$ cat src/rtl/core/twi_ram.sv
// generic single write port ram with registered read
// no dependencies
module twi_ram #(
  parameter int WIDTH = 8,
  parameter int DEPTH = 64
) (
  input  logic                     clk_i,
  input  logic                     we_i,
  input  logic [$clog2(DEPTH)-1:0] waddr_i,
  input  logic [WIDTH-1:0]         wdata_i,
  input  logic [$clog2(DEPTH)-1:0] raddr_i,
  output logic [WIDTH-1:0]         rdata_o
);

  logic [WIDTH-1:0] mem_q [DEPTH];
  logic [WIDTH-1:0] rdata_q;

  always_ff @(posedge clk_i) begin
    if (we_i) begin
      mem_q[waddr_i] <= wdata_i;
    end
    rdata_q <= mem_q[raddr_i];
  end

  assign rdata_o = rdata_q;

endmodule

$ cat config.mk
export PLATFORM = sky130hd
export DESIGN_NAME = twi_ram
export DESIGN_NICKNAME = d
export VERILOG_FILES = /design/src/rtl/core/twi_ram.sv
export SDC_FILE = /design/constraint.sdc
export NUM_CORES = 1
export LEC_CHECK = 0
export ABC_AREA = 1
export BUFFER_PORTS_ARGS = -buffer_cell sky130_fd_sc_hd__buf_2
export CAP_MARGIN = 20
export CORE_ASPECT_RATIO = 1.5
export CORE_MARGIN = 2
export CORE_UTILIZATION = 60
export CTS_CLUSTER_SIZE = 40
export DETAILED_ROUTE_END_ITERATION = 12
export PLACE_DENSITY = 0.83
export REMOVE_ABC_BUFFERS = 1
export SYNTH_ARGS = -nofsm -noshare
export SYNTH_HDL_FRONTEND = slang
export SYNTH_SLANG_ARGS = --single-unit
$ cat constraint.sdc
create_clock -name clk_i -period 3.1 [get_ports clk_i]
set_input_delay 0 -clock clk_i [delete_from_list [all_inputs] [get_ports clk_i]]
set_output_delay 0 -clock clk_i [all_outputs]
set_load 0.05 [all_outputs]
* After elaboration in Yosys (flattened, before gate mapping)
Memories as Yosys holds them, arrays and structs flattened. A register that Yosys moved wholly into a read port is not among the register bits.
Index checks and enable logic that the tools add are counted.
** Operators by class
- Shift operators :: 0
- Multipliers :: 0
- Equality and inequality tests :: 0
- $add $sub $neg :: 0
- Div/mod/pow operators :: 0
- Order comparisons :: 0
- Reduce and logical (&&, ||, !) cells :: 0
- Muxes and demuxes :: 2
- Bitwise operators :: 0
** Operator list (number)
- $mux W1 :: 2
** Storage, ports and cells
- Output and inout bits :: 8
- Flip-flop bits (word level) :: 0
- Word-level logic and storage cells :: 3
- Bits in writable memories :: 512
- ROM bits :: 0
- Memories :: 1
- Latch bits :: 0
- Bits of input ports :: 22
** Memories
- mem_q :: depth 64, width 8, read ports 1, clocked after memory_dff 1, wr ports 1, line 15 : logic [WIDTH-1:0] mem_q [DEPTH];

* Longest topological paths before layout
- Depth in word-level cells :: 2
- Mapped depth :: 12

* Worst setup path after synthesis
OpenSTA, ideal clock, no wires.
- Path kind :: input port to flip-flop
- From :: in we_i
- To :: mem mem_q[48][0] (enable)
- Library setup time :: 0.395 ns
- Path buffers :: 1
- Path slack :: 1.334 ns
- Data arrival time :: 1.371 ns
- Required time :: 2.705 ns
- Stages :: 3
- Cell sequence :: clkbuf_1 > nand4_1 > nor4_1
** Between the ends
- Longest elaborated chain between the ends :: 2
** Ends and longest elaborated chain
- start, declared :: line 8 : input logic we_i,
- $mux W1 :: line 19 : if (we_i) begin
- $mux W1 (implied by the code) :: line 20 : mem_q[waddr_i] <= wdata_i;
- end, declared :: line 15
No other way between the ends.

==> key figures <==
Timing
  • Max Slew Vio Count: 0
  • Setup violators final: 0
  • Fmax: 0.555 GHz
  • Worst relative slew slack: 40.3%
  • Slew @ Worst Pin: 895 ps
  • Final Hold Fails: 0
  • Tcrit/Tclk final: 58.1%
  • Setup_tns: 0 ps
  • Post-Route Skew: 24.1 ps
  • RSZ-0062 raised after global routing: false
  • Post-route minimum period: 1800 ps

Synthesis
  • Yosys top cell by area: edfxtp_1
  • #FFs+latches synth: 520
  • Most frequent cell after synthesis: nand2_1
  • Synth warn: 0
  • Synth Cell Area: 21300 um2
  • Synth cell count leaders: nand2_1, edfxtp_1, nand3_1
  • Seq/Total Area, Yosys: 72.8%
  • Number of synthesized flops with an enable pin: 512
  • Synth cell types: 16
  • Post-synth top area share: 72.0%
  • Synth Instances: 1805
  • Syn_area_per_cell: 11.8 um2
  • Prevailing post-synth register cell: edfxtp_1
  • Async S/R FF share, synth: 0%
  • Top post-synthesis cells by area: edfxtp_1, nand2_1, nand3_1

Worst setup path
  • Reg2reg start: mem_q[52][2]
  • CP max FO: 1
  • Worst path slowest cell: dlygate4sd3_1
  • Path depth of the worst reg2reg path: 9
  • Worst R2R Setup Slack: 1300 ps
  • Critical R2R Capture: rdata_o[2]
  • Largest stage delay, worst path: 540 ps
  • CP Cell Sequence: nand2_1, nand3_1, nand3_1, nand2_1, nand2_1, nand3_1, nand3_1, dlygate4sd3_1, nand2_1
  • Data required, critical path: 3560 ps
  • Worst path arrival time: 2260 ps
  • Crit start category: register
  • Setup CP Type: reg2reg
  • Crit. End Element: register

Finish
  • Register area: 15500 um2
  • Multi-input logic area: 4950 um2
  • P&R area growth vs syn: 9.06%
  • Fillers: 2377
  • # nets final: 1849
  • Layout cells sized above 1: 8.18%

Power and ir drop
  • Static Leak: 8.41 nW
  • Tot Pwr: 0.0142 W
  • Worst-case vdd ir drop: 0.345 mV
  • Power per cell area: 609 nW/um2

Drt
  • DR iter-0 viols: 1713
  • Final wirelength: 50600 um
  • Drt first pass iters: 6
  • Total number of vias: 14100
  • Routed wire length per instance: 21.7 um
  • Vias per cell: 6.06
  • # DRC: 0
  • Post-route antenna net violation count: 0

GRT
  • Overflow left after global routing: 0
  • GRT Total Usage: 28.0%
  • Largest net degree at the start of global routing: 167
  • Vias in the first global route: 13800
  • Global-route wire length before repair: 78000 um
  • Antenna violations before repair: 2

Clock tree
  • Clk slew on worst S/H paths: 70 ps
  • CTS tree: yes
  • Clk sink count: 520
  • Root Driver: clkbuf_16
  • Clock insertion delay at the later pin of the skew report: 560 ps
  • Cts repair resizes: 0
  • TritonCTS Buffers: 41
  • Clk buf depth: 3
  • Depth of the CTS H-tree: 2

Worst hold path
  • Worst Hold End: mem_q[48][0]
  • Hold depth: 3
  • Hold Crit Class: in2reg
  • Start point of the worst hold path: waddr_i[0]

Die
  • Initial Util: 60.8%
  • I/O pin count: 30
  • Core Footprint: 35100 um2
  • # rows: 84
  • Die Ht: 235 um
  • Die area: 37100 um2
  • Die Span X: 158 um

Flow run
  • Max cap viols: 0

Placement
  • Final HPWL DP: 29400 um
  • PortBufs: 29
  • Placer Congestion: 0.903

Status
  • Outcome: finished clean
what timing repair did:
action                                 in CTS  in global routing
setup buffers                               0                  0
hold buffers                                7                  0
endpoints found under the hold margin      62                  0
stage by stage:
step | instance area [um2] | utilization (%) | cells | worst slack, ps | hold WS (ps)
after floorplan | 20500 | - | 1692 | 583 | 98.9
after global placement | 21800 | 62.0 | 2248 | 976 | 353
after detailed placement | 21800 | 62.0 | 2248 | 909 | 354
after CTS | 23200 | 66.2 | 2329 | 1300 | 8.60
after global routing | 23300 | 66.3 | 2332 | 1140 | 44.7
final | 23300 | 66.3 | 2332 | 1300 | 23.9
cells by family after synthesis:
kind of cell	count (synthesis)	share of synthesized area, %
buffers and inverters	125	4.02
flip-flops	520	72.8
AND/OR/NAND/NOR	1160	23.2
report_power, final:
part | internal, W | total, W | leakage, nW | switching, W
clock network | 0.00309 | 0.00542 | 0.694 | 0.00233
logic | 0.000233 | 0.000954 | 3.05 | 0.000721
registers | 0.00778 | 0.00780 | 4.67 | 0.0000208
total | 0.0111 | 0.0142 | 8.41 | 0.00308
cell usage in the layout, fill, tap and decap left out:
master           n
buf_12           7
buf_16           1
buf_2           27
buf_4           49
buf_6            1
bufinv_16        6
clkbuf_1         5
clkbuf_16       43
clkbuf_8         2
clkinv_1         5
clkinv_2        11
clkinv_4         1
dfxtp_1          8
diode_2          1
dlygate4sd3_1    7
edfxtp_1       512
inv_1            9
inv_2            1
inv_4            1
inv_6            2
nand2_1        648
nand3_1        439
nand4_1          9
nor2_1          56
nor4_1           8
cell type report:
| class | count | share of cell area [%] |
|---|---|---|
| multi-input combinational | 1160 | 21.3 |
| antenna | 1 | 0.0108 |
| timing repair buffer | 92 | 3.23 |
| clock buffer | 50 | 4.82 |
| sequential | 520 | 66.7 |
| inverter | 12 | 0.226 |
| clock inverter | 24 | 1.17 |
| tap | 473 | 2.54 |
state kept, by name, indices dropped and copies added (netlist names):
name	cells
mem_q	512
rdata_o	8
critical path, delay by kind of cell, from the launching register on:
family	cells	cell delay [ps]
buf+inv	1	540
simple gates	8	790
flops	1	370
metal layers:
metal	global-route usage, %	part of all wire [%]	vias up
met5	0	0.026	-
met3	4.37	9.6	163
met4	13.4	4.8	2
li1	-	-	6376
met2	47.2	51	922
met1	35.5	34	6666
worst max-delay path by stage:
| stage | start | endpoint | slack [ps] | depth (start not counted) |
|---|---|---|---|---|
| after floorplan | raddr_i[1] | rdata_o[7] | 580 | 8 |
| after global placement | waddr_i[0] | mem_q[14][6] | 980 | 5 |
| after detailed placement | waddr_i[0] | mem_q[14][1] | 910 | 5 |
| after CTS | raddr_i[0] | rdata_o[2] | 1300 | 12 |
| after global routing | raddr_i[0] | rdata_o[2] | 1140 | 12 |
| final | mem_q[52][2] | rdata_o[2] | 1300 | 9 |
Power figures use the tool's default switching activity.
