**src/rtl/core/twi_pkg.sv**
```systemverilog
// shared types and codes for the trie word insert block
// no dependencies
package twi_pkg;

  // word lengths fit in a byte (longest word is 255 bytes)
  localparam int LEN_W = 8;

  // result status codes
  localparam logic [1:0] ST_ADDED   = 2'd0;
  localparam logic [1:0] ST_PRESENT = 2'd1;
  localparam logic [1:0] ST_NOROOM  = 2'd2;
  localparam logic [1:0] ST_EMPTY   = 2'd3;

  // one buffered word as the front hands it to the back
  typedef struct packed {
    logic             over;
    logic [LEN_W-1:0] len;
  } word_entry_t;

  typedef struct packed {
    logic        push;
    word_entry_t entry;
  } word_push_t;

  typedef enum logic [2:0] {
    B_IDLE,
    B_READ,
    B_EVAL,
    B_ALLOC1,
    B_ALLOC2,
    B_CHECK,
    B_MREAD,
    B_MEVAL
  } back_state_e;

endpackage

```
**src/rtl/core/twi_queue.sv**
```systemverilog
// two-entry word queue between front and back, one entry per word bank
// depends on twi_pkg
module twi_queue (
  input  logic                 clk_i,
  input  logic                 rst_ni,
  input  twi_pkg::word_push_t  push_i,
  output logic                 full_o,
  output logic                 head_valid_o,
  output twi_pkg::word_entry_t head_o,
  input  logic                 pop_i
);
  import twi_pkg::*;

  word_entry_t ent_q [2];
  logic        wptr_q, rptr_q;
  logic [1:0]  cnt_q, cnt_d;

  assign full_o       = (cnt_q == 2'd2);
  assign head_valid_o = (cnt_q != 2'd0);
  assign head_o       = ent_q[rptr_q];

  always_comb begin
    cnt_d = cnt_q;
    if (push_i.push && !pop_i) begin
      cnt_d = cnt_q + 2'd1;
    end else if (pop_i && !push_i.push) begin
      cnt_d = cnt_q - 2'd1;
    end
  end

  always_ff @(posedge clk_i) begin
    if (push_i.push) begin
      ent_q[wptr_q] <= push_i.entry;
    end
  end

  always_ff @(posedge clk_i or negedge rst_ni) begin
    if (!rst_ni) begin
      wptr_q <= 1'b0;
      rptr_q <= 1'b0;
      cnt_q  <= 2'd0;
    end else begin
      if (push_i.push) begin
        wptr_q <= !wptr_q;
      end
      if (pop_i) begin
        rptr_q <= !rptr_q;
      end
      cnt_q <= cnt_d;
    end
  end

endmodule

```
**config.mk**
```make
export PLATFORM = sky130hd
export DESIGN_NAME = twi_queue
export DESIGN_NICKNAME = d
export VERILOG_FILES = /design/src/rtl/core/twi_pkg.sv /design/src/rtl/core/twi_queue.sv
export SDC_FILE = /design/constraint.sdc
export NUM_CORES = 1
export LEC_CHECK = 0
export BUFFER_PORTS_ARGS = -buffer_cell sky130_fd_sc_hd__buf_2
export CAP_MARGIN = 20
export CORE_UTILIZATION = 44
export CTS_CLUSTER_DIAMETER = 200
export DETAILED_ROUTE_END_ITERATION = 10
export GPL_TIMING_DRIVEN = 0
export PLACE_DENSITY = 0.78
export REMOVE_ABC_BUFFERS = 1
export SLEW_MARGIN = 20
export SYNTH_ARGS = -nofsm -noshare
export SYNTH_HDL_FRONTEND = slang
export SYNTH_SLANG_ARGS = --single-unit
```
**constraint.sdc**
```tcl
create_clock -name clk_i -period 3.7 [get_ports clk_i]
set_input_delay 0.37 -clock clk_i [delete_from_list [all_inputs] [get_ports clk_i]]
set_output_delay 0.37 -clock clk_i [all_outputs]
set_load 0.01 [all_outputs]
```
Word level (Yosys, flattened, before mapping) --
Memory sizes are Yosys's and may differ from the RTL's. Cells that the tools add are included.
Cells by class: muxes and demuxes 4, add/sub/neg operators 2, eq/ne operators 1, reduce and logical (&&, ||, !) cells 8
Operator list (count):
- zero test 1 bit | 4
- two-way mux 2 bit | 2
- nonzero test 2 bit | 2
- adder 2 x 1 -> 2 bit, second input constant | 1
- == test 2 bit, second input constant | 1
- logical AND 1 bit | 2
- two-way mux 1 bit | 2
- subtractor 2 x 1 -> 2 bit, second input constant | 1
Storage, ports and cells: output and inout bits 11, memories kept 1, input port bits 13, word-level logic and storage cells 19, flip-flop bits (word level) 4, memory bits (writable) 18
Memories:
- ent_q | words 2, width 9, rd ports 1, clocked after memory_dff 0, write ports 1, line twi_queue.sv:14 | word_entry_t ent_q [2];

Logic depth before layout (Yosys ltp) --
word-level depth 4, mapped depth 5, mapped depth without buffers 5

Worst setup path before layout --
No wires, ideal clock.
path type input-to-reg, start input port push_i[9] in the netlist's numbering, end memory ent_q[0][0] in the netlist's numbering, enable pin, path slack 2.491 ns, arrival time 0.834 ns, data required time 3.325 ns, cell stages on the path 1, path through nor2b_1
On the way: word-level cells in the longest chain between the ends 2
RTL lines:
- from (decl) | line twi_queue.sv:6 | input twi_pkg::word_push_t push_i,
- two-way mux 1 bit | line twi_queue.sv:32 | if (push_i.push) begin
- two-way mux 1 bit (not written as such) | line twi_queue.sv:33 | ent_q[wptr_q] <= push_i.entry;
- to (decl) | line twi_queue.sv:14
Every way passes these cells.

==> results.yml <==
run_status:
  status: "completed"
yosys:
  synth_cells: 44
  synth_top_area_share_pct: 61.5
  ys.flop_type: "edfxtp_1"
  synth-edff-count: 18
  synth_commonest_cells: "edfxtp_1, mux2_4, dfrtp_1, xor2_1"
  async_flop_share_pct: 18.2
  syn_area_um2: 878
  yosysTopAreaCell: "edfxtp_1"
  ys_seq_area_share_pct: 72.9
  yosys_warnings: 0
  yosysMostFrequentCell: "edfxtp_1"
  ys_types: 13
  ys_ff_latch: 22
  synth_area_leaders: "edfxtp_1, mux2_4, dfrtp_1, xor2_1, ha_1"
  syn_avg_cell_area_um2: 20.0
clocking:
  cts.clk_slew.worst_paths_ns: 0.11
  cts.sinks: 22
  clock-root-buffer: "clkbuf_4"
  cts_hold_buf: 1
  post_cts_buffers: 0
  clk_latency_ns: 0.29
  cts_buffers: 3
  cts.path.max_buffers: 2
  cts_tree: "built"
  cts_resized: 0
  h-tree-depth: 1
routing:
  ant_nets: 0
  drc: 0
  vias_per_cell: 4.36
  drt_iter0_markers: 2
  drtPass1Iterations: 3
  via_count: 419
  wl_mm: 1.09
  wl_per_cell_um: 11.3
sta:
  timing.slew.headroom_pct: 50.1
  fmax_mhz: 534
  finalCritPeriodShare_pct: 50.6
  rsz0062_at_grt: "false"
  period_needed_ns: 1.87
  hold_viol_final: 0
  slew_violations: 0
  setup_tns_ns: 0
  setup_viol: 0
  clock_skew_ns: 0.00242
  tightestPinTransition_ns: 0.746
power:
  p_clk_share_pct: 14.4
  p_comb_share_pct: 31.2
  p_per_area_nw_per_um2: 683
  p_int_uw: 510
  power_frac_seq_pct: 54.3
  sw_frac_of_total_pct: 28.8
  peakVddDrop_v: 0.000326
  p_leak_nw: 0.447
  p_sw_uw: 207
worst_hold_path:
  min_to: "rptr_q$_DFFE_PN0P_"
  worstHoldPathType: "in -> reg"
  min_from: "pop_i"
  hold_path_depth: 2
finish:
  fill_cells: 157
  utilization_pct: 58.3
  syn_to_final_growth_pct: 19.5
  diodes: 0
  final_layout_size_suffix_gt1_share_pct: 50.7
  fin_nets: 86
critical_path:
  crit_chain: "mux2_4 > buf_2"
  r2r-start: "wptr_q$_DFFE_PN0P_"
  start_kind: "flop"
  slowest_stage: "dfrtp_1"
  critPathKind: "reg -> out"
  worstPathRequired_ns: 3.33
  r2r_slack_ns: 2.32
  cp.arrival_ns: 1.50
  crit_path_start: "rptr_q$_DFFE_PN0P_"
  max_stage_delay_ns: 0.73
  critPathMaxFanout: 10
  cp-end-kind: "primary output"
  reg2reg_depth: 1
  worst_r2r_endpoint: "ent_q[0][3]$_DFFE_PP_"
floorplanning:
  die_h_um: 46.7
  num_rows: 15
  die_x_um: 46.7
  io_pins: 24
  die-area_um2: 2180
  start_util_pct: 48.7
  core_area_um2: 1800
global_route:
  grt_use_total_pct: 11.7
  grt_pass1_vias: 364
  grt_pass1_wl_mm: 1.68
  grt_start_max_net_pins: 13
  grt_overflow: 0
  antenna_found_initial: 0
placement:
  place_congestion: 0.631
  port_buffers: 23
flow_run:
  max_cap_viol_count: 0
worst max-delay path, delay by kind of cell, from the launching register on:
| family | cells | cell delay, ns |
|---|---|---|
| buffers and inverters | 1 | 0.14 |
| flip-flops | 1 | 0.73 |
| multiplexers | 1 | 0.35 |
sequential cells by signal (all words and copies together), names as in the netlist:
| register | count |
|---|---|
| wptr_q | 1 |
| ent_q | 18 |
| cnt_q | 2 |
| rptr_q | 1 |
power groups by stage:
| stage | Sequential, mW | Combinational [mW] | Clock [mW] |
|---|---|---|---|
| 3_5_place_dp | 0.397 | 0.227 | 0 |
| 2_1_floorplan | 0.383 | 0.160 | 0 |
| 3_3_place_gp | 0.392 | 0.223 | 0 |
| 5_1_grt | 0.398 | 0.247 | 0.119 |
| 4_1_cts | 0.391 | 0.228 | 0.108 |
| 6_report | 0.389 | 0.224 | 0.104 |
how the worst max path moves through the flow:
stage	slack (ns)	endpoint
after floorplan	2.37	head_o[0]
after global placement	2.17	head_o[6]
after detailed placement	2.15	head_o[2]
after CTS	1.81	head_o[2]
after global routing	1.75	head_o[2]
final	1.83	head_o[2]
per-stage QoR:
stage,setup slack (ns),power [mW],hold WS (ns),cell area (um^2),cells
6_report,1.83,0.717,0.257,1050,96
5_1_grt,1.75,0.764,0.239,1050,96
4_1_cts,1.81,0.726,0.250,1050,96
3_5_place_dp,2.15,0.623,0.181,1010,91
3_3_place_gp,2.17,0.615,0.181,1010,91
2_1_floorplan,2.37,0.543,0.0744,867,43
area by class of cell:
type / count / area, um^2 / share of cell area, %
clock buffers: 3 / 22.5 / 2.15
repair buffers: 24 / 125 / 11.9
well taps: 25 / 31.3 / 2.98
flip-flops and latches: 22 / 641 / 61.0
clock inverters: 1 / 3.75 / 0.358
multi-input cells: 20 / 223 / 21.2
inverters: 1 / 3.75 / 0.358
routing by layer:
| layer | wire length, um | GRT usage (%) |
|---|---|---|
| met1 | 448 | 15.0 |
| met2 | 593 | 19.2 |
| met3 | 42 | 3.53 |
| met4 | 0 | 3.43 |
| met5 | 0 | 0 |
logic make-up (layout without fill, tap and decap cells):
kind of cell	after synthesis	in the layout	synth area share (%)
xor gates and xnor gates	5	5	4.99
and+or+nand+nor	5	5	3.56
adders and majority gates	1	1	1.42
buffers and inverters	2	29	1.71
muxes	9	9	15.4
DFF	22	22	72.9
cells in the final DEF, fill, tap and decap left out:
cell | Yosys | routed
mux2_4 | 9 | 9
edfxtp_1 | 18 | 18
dfrtp_1 | 4 | 4
nor2_1 | 1 | 1
and2_1 | 1 | 1
ha_1 | 1 | 1
buf_2 | 0 | 23
inv_1 | 1 | 1
or2_1 | 1 | 1
dlygate4sd3_1 | 0 | 1
xor2_1 | 4 | 4
and2b_2 | 1 | 1
clkinv_1 | 0 | 1
xnor2_1 | 1 | 1
nor2b_1 | 1 | 1
clkbuf_4 | 0 | 3
(Power assumes the default switching activity.)
