==> src/rtl/core/twi_pkg.sv <==
// shared types and codes for the trie word insert block
// no dependencies
package twi_pkg;

  // word lengths fit in a byte (longest word is 255 bytes)
  localparam int LEN_W = 8;

  // result status codes
  localparam logic [1:0] ST_ADDED   = 2'd0;
  localparam logic [1:0] ST_PRESENT = 2'd1;
  localparam logic [1:0] ST_NOROOM  = 2'd2;
  localparam logic [1:0] ST_EMPTY   = 2'd3;

  // one buffered word as the front hands it to the back
  typedef struct packed {
    logic             over;
    logic [LEN_W-1:0] len;
  } word_entry_t;

  typedef struct packed {
    logic        push;
    word_entry_t entry;
  } word_push_t;

  typedef enum logic [2:0] {
    B_IDLE,
    B_READ,
    B_EVAL,
    B_ALLOC1,
    B_ALLOC2,
    B_CHECK,
    B_MREAD,
    B_MEVAL
  } back_state_e;

endpackage

==> src/rtl/core/twi_front.sv <==
// front part: takes bytes, fills a word bank, hands finished words to the queue
// depends on twi_pkg
module twi_front #(
  parameter int MAX_WORD_LEN = 64,
  parameter int LW           = 6,
  parameter int LENW         = 7
) (
  input  logic                clk_i,
  input  logic                rst_ni,
  input  logic                in_valid_i,
  output logic                in_stall_o,
  input  logic [7:0]          word_byte_i,
  input  logic                last_byte_i,
  input  logic                q_full_i,
  output twi_pkg::word_push_t push_o,
  output logic                buf_we_o,
  output logic [LW:0]         buf_waddr_o,
  output logic [7:0]          buf_wdata_o
);
  import twi_pkg::*;

  logic [LENW-1:0] len_q, len_d;
  logic            closed_q, closed_d;
  logic            over_q, over_d;
  logic            bank_q, bank_d;
  logic            accept, store, full_len;
  logic [LENW-1:0] len_n;
  logic            closed_n, over_n;

  assign in_stall_o = q_full_i;
  assign accept     = in_valid_i && !q_full_i;
  assign full_len   = (len_q == LENW'(MAX_WORD_LEN));
  assign store      = accept && !closed_q && (word_byte_i != 8'd0) && !full_len;

  assign buf_we_o    = store;
  assign buf_waddr_o = {bank_q, len_q[LW-1:0]};
  assign buf_wdata_o = word_byte_i;

  always_comb begin
    len_n    = store ? len_q + LENW'(1) : len_q;
    closed_n = closed_q || (accept && word_byte_i == 8'd0);
    over_n   = over_q || (accept && !closed_q && word_byte_i != 8'd0 && full_len);
    push_o.push       = accept && last_byte_i;
    push_o.entry.len  = LEN_W'(len_n);
    push_o.entry.over = over_n;
    if (accept && last_byte_i) begin
      len_d    = '0;
      closed_d = 1'b0;
      over_d   = 1'b0;
      bank_d   = !bank_q;
    end else begin
      len_d    = len_n;
      closed_d = closed_n;
      over_d   = over_n;
      bank_d   = bank_q;
    end
  end

  always_ff @(posedge clk_i or negedge rst_ni) begin
    if (!rst_ni) begin
      len_q    <= '0;
      closed_q <= 1'b0;
      over_q   <= 1'b0;
      bank_q   <= 1'b0;
    end else begin
      len_q    <= len_d;
      closed_q <= closed_d;
      over_q   <= over_d;
      bank_q   <= bank_d;
    end
  end

endmodule

==> config.mk <==
export PLATFORM = sky130hd
export DESIGN_NAME = twi_front
export DESIGN_NICKNAME = d
export VERILOG_FILES = /design/src/rtl/core/twi_pkg.sv /design/src/rtl/core/twi_front.sv
export SDC_FILE = /design/constraint.sdc
export NUM_CORES = 1
export LEC_CHECK = 0
export BUFFER_PORTS_ARGS = -buffer_cell sky130_fd_sc_hd__clkbuf_2
export CAP_MARGIN = 20
export CORE_ASPECT_RATIO = 1.1
export CORE_MARGIN = 2
export CORE_UTILIZATION = 40
export CTS_CLUSTER_SIZE = 10
export DETAILED_ROUTE_END_ITERATION = 10
export GPL_TIMING_DRIVEN = 0
export PLACE_DENSITY = 0.81
export SYNTH_ARGS = -nofsm -noshare
export SYNTH_HDL_FRONTEND = slang
export SYNTH_SLANG_ARGS = --single-unit
export TNS_END_PERCENT = 10
==> constraint.sdc <==
create_clock -name clk_i -period 1.7 [get_ports clk_i]
set_clock_uncertainty 0.05 [all_clocks]
set_input_delay 0.085 -clock clk_i [delete_from_list [all_inputs] [get_ports clk_i]]
set_output_delay 0.085 -clock clk_i [all_outputs]
set_load 0.03 [all_outputs]
=== Yosys cells after proc, flatten, opt, wreduce, memory -nomap -nowiden ===
Cells that the tools add are included.

* Add/subtract/negate cells: 1
* $mul: 0
* Divide/modulo/power cells: 0
* $lt $le $gt $ge: 0
* Eq/ne operators: 1
* Shift-type cells: 0
* Mux-type cells: 4
* Bitwise gates (word level): 0
* Reduce and logical (&&, ||, !) cells: 15

{| class="wikitable"
|+ Operators by type and width
! kind !! count
|-
| $mux W7 || 2
|-
| $logic_not A8 Y1 || 1
|-
| $reduce_bool A8 Y1 || 1
|-
| $add A7 B1 Y7 const B || 1
|-
| $eq A7 B7 Y1 const B || 1
|-
| $logic_and A1 B1 Y1 || 7
|-
| $logic_not A1 Y1 || 4
|-
| $logic_or A1 B1 Y1 || 2
|-
| $mux W1 || 2
|}

* Register bits after elaboration: 10
* Bits in latches: 0
* Bits in writable memories: 0
* Bits in read-only memories: 0
* Input bits: 13
* Output and inout port bits: 27
* Word-level logic and storage cells: 25
* Memories: 0

=== Depth between registers and ports, before layout ===
Gate-level depths: netlist of the first run.

* Word-level depth: 7
* Depth in mapped cells: 6
* Gate-level depth less buffers: 6

=== Worst setup path after synthesis of the first run ===
OpenSTA, ideal clock, no wires.

* Path kind: reg-to-output
* From: register len_q[0]
* To: output port push_o[1] in the netlist's numbering
* Arrival time: 2.003 ns
* Slack: -0.438 ns
* Stages on the path, launching flop included: 7
* Buffers on the path: 0
* Cells stage by stage: dfrtp_1 inv_1 ha_1 nor4b_1 and3b_1 nor2_1 o21ai_0

{| class="wikitable"
|+ RTL lines
! what !! line !! text
|-
| from (decl) || twi_front.sv:22 || <nowiki>logic [LENW-1:0] len_q, len_d;</nowiki>
|-
| from (signal assigned) || twi_front.sv:66 || <nowiki>len_q <= len_d;</nowiki>
|-
| to (decl) || twi_front.sv:15 || <nowiki>output twi_pkg::word_push_t push_o,</nowiki>
|}

==> results of run 1 <==
registers in the layout, indices dropped and copies added (netlist names):
signal	count
over_q	1
len_q	7
closed_q	1
bank_q	1
path summary, 6_finish.rpt:
kind | from | endpoint | slack [ns] | cells past startpoint
worst max-delay path | closed_q | push_o[5] | -0.33 | 5
worst min-delay path | in_valid_i | closed_q | 0.09 | 3
worst max register to register | len_q[0] | len_q[5] | 0.04 | 6
worst min register to register | bank_q | bank_q | 0.43 | 1
max in group asynchronous | rst_ni | len_q[0] | 1.22 | 2
min in group asynchronous | rst_ni | len_q[6] | 0.16 | 2
synth_stat cells, drive strengths merged (2+ instances only):
library cell  instances
and2                  3
nor2                  3
nand2                 3
xnor2                 2
dfrtp                10
ha                    2
nand3                 7
inv                   4
nor4                  2
buf                  18
o21ai                 2
a21o                  2
a211oi                2
mux2i                 2
a31oi                 2
xor2                  2
a21oi                 2
per-layer routing:
layer / share of wire, % / wire length [um]
met3: 6.6 / 126
met2: 49 / 933
met4: 2.7 / 51
met1: 42 / 811
met5: 0 / 0
per-stage QoR:
step                worst slack [ns]  hold WS [ns]  instance area (um2)  power [mW]
detailed placement            -0.199       -0.0802                 1050       0.703
finish                        -0.334        0.0858                 1210       0.931
global placement              -0.181       -0.0825                 1050       0.694
global route                  -0.400         0.111                 1210       0.977
CTS                           -0.333        0.0950                 1190       0.914
floorplan                    -0.0763        -0.261                  823       0.595
cell type report:
type / instances / area share (%)
buffer: 18 / 11.1
clock buffer: 3 / 1.86
inverter: 4 / 1.24
multi-input combinational: 48 / 38.6
sequential: 10 / 20.6
tap: 27 / 2.79
timing repair buffer: 43 / 23.7
repair_timing:
| item | in CTS | in global routing |
|---|---|---|
| resized for setup | 20 | 9 |
| buffers inserted | 3 | 1 |
| pin swaps | 5 | 4 |
| hold buffers | 1 | 0 |
| hold endpoints to repair | 10 | 0 |
| setup endpoints to repair | 12 | 12 |
placed cells by master, fill, tap and decap left out, types with 2 or more instances in the layout:
cell and count:
a211oi_4 2, a31oi_2 2, and2_1 3, buf_4 23, buf_6 3, clkbuf_2 30
clkbuf_4 3, clkbuf_8 3, dfrtp_1 10, inv_1 2, inv_2 2, mux2i_1 2
nand2_1 3, nand3_1 5, nand3_2 2, nor2_1 2, nor4_4 2, xor2_2 2
kinds of logic (layout without fill, tap and decap cells):
| logic type | after synthesis | count (layout) | synth area share, % |
|---|---|---|---|
| AO/OA/AOI/OAI | 13 | 13 | 14.0 |
| XOR/XNOR | 4 | 4 | 4.45 |
| adder cells (fa/ha/maj) | 2 | 2 | 3.17 |
| buffers and inverters | 22 | 68 | 19.0 |
| flip-flops | 10 | 10 | 31.7 |
| multiplexers | 3 | 3 | 4.44 |
| other | 1 | 1 | 0.476 |
| AND/OR/NAND/NOR | 25 | 25 | 22.7 |
critical path, delay by kind of cell (launching register included):
kind                   cells  cell delay [ns]
and+or+nand+nor            2             0.55
DFF                        1             0.38
muxes                      1             0.33
AOI/OAI and AO/OA          1             0.22
buffers and inverters      1             0.14
power breakdown:
group | internal (mW) | switching, mW
combinational | 0.203 | 0.251
clock | 0.0820 | 0.0848
sequential | 0.268 | 0.0426
==> flow_metrics.tcl, run 1 <==
set metrics [dict create \
    status "finished with violations" \
    failed_checks "negative setup slack" \
    clk_path_buf_depth 2 \
    multi_input_area_um2 468 \
    cts-root-buf "clkbuf_4" \
    busiest_layer "met2" \
    finalWorstSetupSlack_ns -0.334 \
    grt.met1_usage_pct 21.3 \
    cts-buffers-inserted 3 \
    initialDrtViolationCount 7 \
    yosysWarnings 0 \
    grt_util_met2_pct 26.4 \
    grt_pass1_vias 678 \
    maxCapViolCount 0 \
    yosys.area.top_type "dfrtp_1" \
    critical_path_class "reg2out" \
    fp.dieH_um 50.6 \
    start_util_pct 43.3 \
    syn_avg_cell_area_um2 9.85 \
    grt_start_max_net_pins 11 \
    antenna_found_initial 0 \
    num_vias 746 \
    avgRoutedWirePerCell_um 12.6 \
    diodes 0 \
    clock_latency_ns 0.28 \
    path_clk_slew_ns 0.07 \
    synth_fp_nets 95 \
    pin_count 40 \
    fmax_mhz 492 \
    cts.sinks 10 \
    slew_violations 0 \
    wirelength_um 1920 \
    met3_usage_pct 3.24 \
    post-route-period-util_pct 120 \
    slowest_stage "or3b_4" \
    worst-path-max-fanout 4 \
    power.density_nw_per_um2 768 \
    port_buffers 38 \
    worstMarginPinSlew_ns 0.585 \
    rows 16 \
    yosysTopAreaCellShare_pct 31.7 \
    remaining_drc_errors 0 \
    ys_seq_area_share_pct 31.7 \
    grt_overflow 0 \
    setup_viol 9 \
    synthFlopType "dfrtp_1" \
    place_congestion 0.835 \
    worstPathCellList "or3b_4 > a211oi_4 > nand3_2 > mux2_4 > buf_8" \
    dieArea_um2 2340 \
    maxSlewHeadroom_pct 60.7 \
    period_minus_slack_ns 2.03 \
    grt_pass1_wl_um 2880 \
    avgViaCountPerCell 4.88 \
    finalNonFillerCells 153 \
    drt_first_pass_iters 4 \
    netlist_instances 80 \
    fin_util_pct 66.6 \
    worstSetupEndpointType "primary output" \
    ir_drop_mv 0.594 \
    worstSetupStartpointType "register" \
    p_leak_nw 0.646 \
    worstPathArrival_ns 1.90 \
    ys_top_cells_by_area "dfrtp_1 32%, buf_4 17%, nor4_4 5.4%" \
    synth.ff_latch_count 10 \
    drive_gt1_share_pct 67.5 \
    die_x_um 46.3 \
    core_um2 1820 \
    fin_tns_setup_ns -2.12 \
    hold_path_class "in2reg" \
    ant_nets 0 \
    fin_nets 143 \
    dp_hpwl_um 1420 \
    seq_area_um2 250 \
    fill_cells 169 \
    gr-usage-all-layers_pct 17.3 \
    required_ns 1.56 \
    hold_violations 0 \
    cts_tree "yes" \
    place_inst 145 \
    area_delta_synth_final_pct 53.8 \
    synth_edf_count 0 \
    synth_cell_types 33 \
    htreeDepth 1 \
    rsz0062_at_grt "yes" \
    synth_area_um2 788 \
    cpPeakStageDelay_ns 0.43 \
    async_flop_share_pct 100 \
]
(Power assumes the default switching activity.)
==> inputs of run 2 (changes only) <==
CORE_ASPECT_RATIO = unset   (was 1.1)
SKIP_CTS_REPAIR_TIMING = 1   (was unset)
TNS_END_PERCENT = 5   (was 10)
==> run 2 against run 1 <==
- sequential share of layout area rose by 0.58 points
- die area is essentially flat
- final cell count decreased by 0.65%
- maximum frequency fell by 3.2%
- routed wire length is 4.5% higher
- combinational power shrank 5.5%
- core utilization decreased by 4.2 points
- clock power rose by 33%
- non-clock buffer count shrank 2
- power increased by 3.5%
- the run still ends with negative setup slack left
- register-to-register slack hardly changed
==> flow_metrics.tcl, run 2 (synthesis results as in run 1) <==
set metrics [dict create \
    htreeDepth 1 \
    rsz0062_at_grt "yes" \
    grt_overflow 0 \
    wirelength_um 2010 \
    maxSlewHeadroom_pct 60.8 \
    worst-path-max-fanout 4 \
    cts_tree "yes" \
    post-route-period-util_pct 124 \
    rows 16 \
    critical_path_class "reg2out" \
    clk_path_buf_depth 2 \
    avgViaCountPerCell 4.78 \
    failed_checks "negative setup slack" \
    drive_gt1_share_pct 68.0 \
    path_clk_slew_ns 0.07 \
    drt_first_pass_iters 4 \
    cts-buffers-inserted 3 \
    final_common_cell "clkbuf_2" \
    antenna_found_initial 0 \
    gr-usage-all-layers_pct 16.5 \
    rrSetupSlack_ns 0.04 \
    fill_cells 160 \
    layout_common_cells "30 x clkbuf_2, 21 x buf_4, 9 x dfrtp_1" \
    place_inst 145 \
    place_area_um2 1050 \
    cpPeakStageDelay_ns 0.44 \
    pin_count 40 \
    clock_latency_ns 0.27 \
    maxCapViolCount 0 \
    fmax_mhz 476 \
    initialDrtViolationCount 5 \
    hold_path_class "in2reg" \
    num_vias 727 \
    fp.dieH_um 48.4 \
    cts-root-buf "clkbuf_4" \
    largest_reg_flops 7 \
    dieArea_um2 2340 \
    fin_util_pct 62.3 \
    ant_nets 0 \
    final_area_um2 1180 \
    p_leak_nw 0.635 \
    core_um2 1900 \
    dp_hpwl_um 1460 \
    remaining_drc_errors 0 \
    port_buffers 38 \
    hold_slack_ns 0.118 \
    slew_violations 0 \
    finalNonFillerCells 152 \
    finalWorstSetupSlack_ns -0.401 \
    fin_nets 141 \
    total_power_mw 0.963 \
    diodes 0 \
    slowest_stage "or3b_4" \
    status "finished with violations" \
    grt_start_max_net_pins 11 \
    start_util_pct 41.4 \
    avgRoutedWirePerCell_um 13.2 \
    setup_viol 9 \
    largest_register "len_q" \
    worstPathCellList "or3b_4 > a211oi_4 > nand3_2 > mux2_4 > buf_6" \
    grt_pass1_wl_um 2950 \
    grt_pass1_vias 642 \
    ir_drop_mv 0.616 \
    worstPathArrival_ns 1.97 \
    required_ns 1.56 \
    hold_violations 0 \
    worstSetupEndpointType "primary output" \
    area_delta_synth_final_pct 50.3 \
    power.density_nw_per_um2 813 \
    worstSetupStartpointType "register" \
    die_x_um 48.4 \
    cts.sinks 10 \
    place_congestion 0.740 \
    period_minus_slack_ns 2.10 \
    worstMarginPinSlew_ns 0.583 \
]
==> run 2: changes by cell type in the layout (fill, tap and decap cells not counted), sizes merged <==
cell	before	now
clkbuf	36	35
==> run 2: layout make-up <==
type / instances / area, um2 / share of cell area (%)
Inverter: 4 / 15.0 / 1.27
Sequential cell: 10 / 251 / 21.2
Clock buffer: 4 / 36.3 / 3.06
Multi-Input combinational cell: 48 / 468 / 39.5
Tap cell: 27 / 33.8 / 2.85
Timing Repair Buffer: 41 / 245 / 20.7
Buffer: 18 / 135 / 11.4
==> run 2: metrics by stage <==
stage	setup TNS, ns	setup slack, ns
3_5_place_dp	-1.04	-0.211
6_report	-2.28	-0.401
4_1_cts	-3.71	-0.516
2_1_floorplan	-0.166	-0.0763
5_1_grt	-3.11	-0.468
3_3_place_gp	-0.717	-0.190
==> run 2: final timing paths <==
| check | startpoint | endpoint | cells past startpoint |
|---|---|---|---|
| setup / recovery | closed_q | push_o[5] | 5 |
| min in group asynchronous | rst_ni | over_q | 2 |
| max in group asynchronous | rst_ni | len_q[0] | 2 |
| setup reg to reg | len_q[1] | len_q[5] | 6 |
| hold reg to reg | bank_q | bank_q | 1 |
| hold / removal | in_valid_i | closed_q | 3 |
==> run 2: worst max-delay path, delay by kind of cell (launching register included) <==
family          cells  cell delay, ns
mux                 1            0.33
simple gates        2            0.58
flops               1            0.39
compound gates      1            0.25
buf+inv             1            0.14
==> run 2: layer usage <==
layer | global-route usage [%] | up-vias | share of wire, %
met1 | 19.2 | 343 | 41
met5 | 0 | - | 0
met3 | 5.25 | 0 | 6.7
met4 | 7.14 | 0 | 0
met2 | 27.8 | 32 | 52
li1 | - | 352 | -
==> run 2: power breakdown <==
part	internal [mW]	switching, mW
clock	0.130	0.0917
sequential	0.268	0.0446
combinational	0.178	0.251
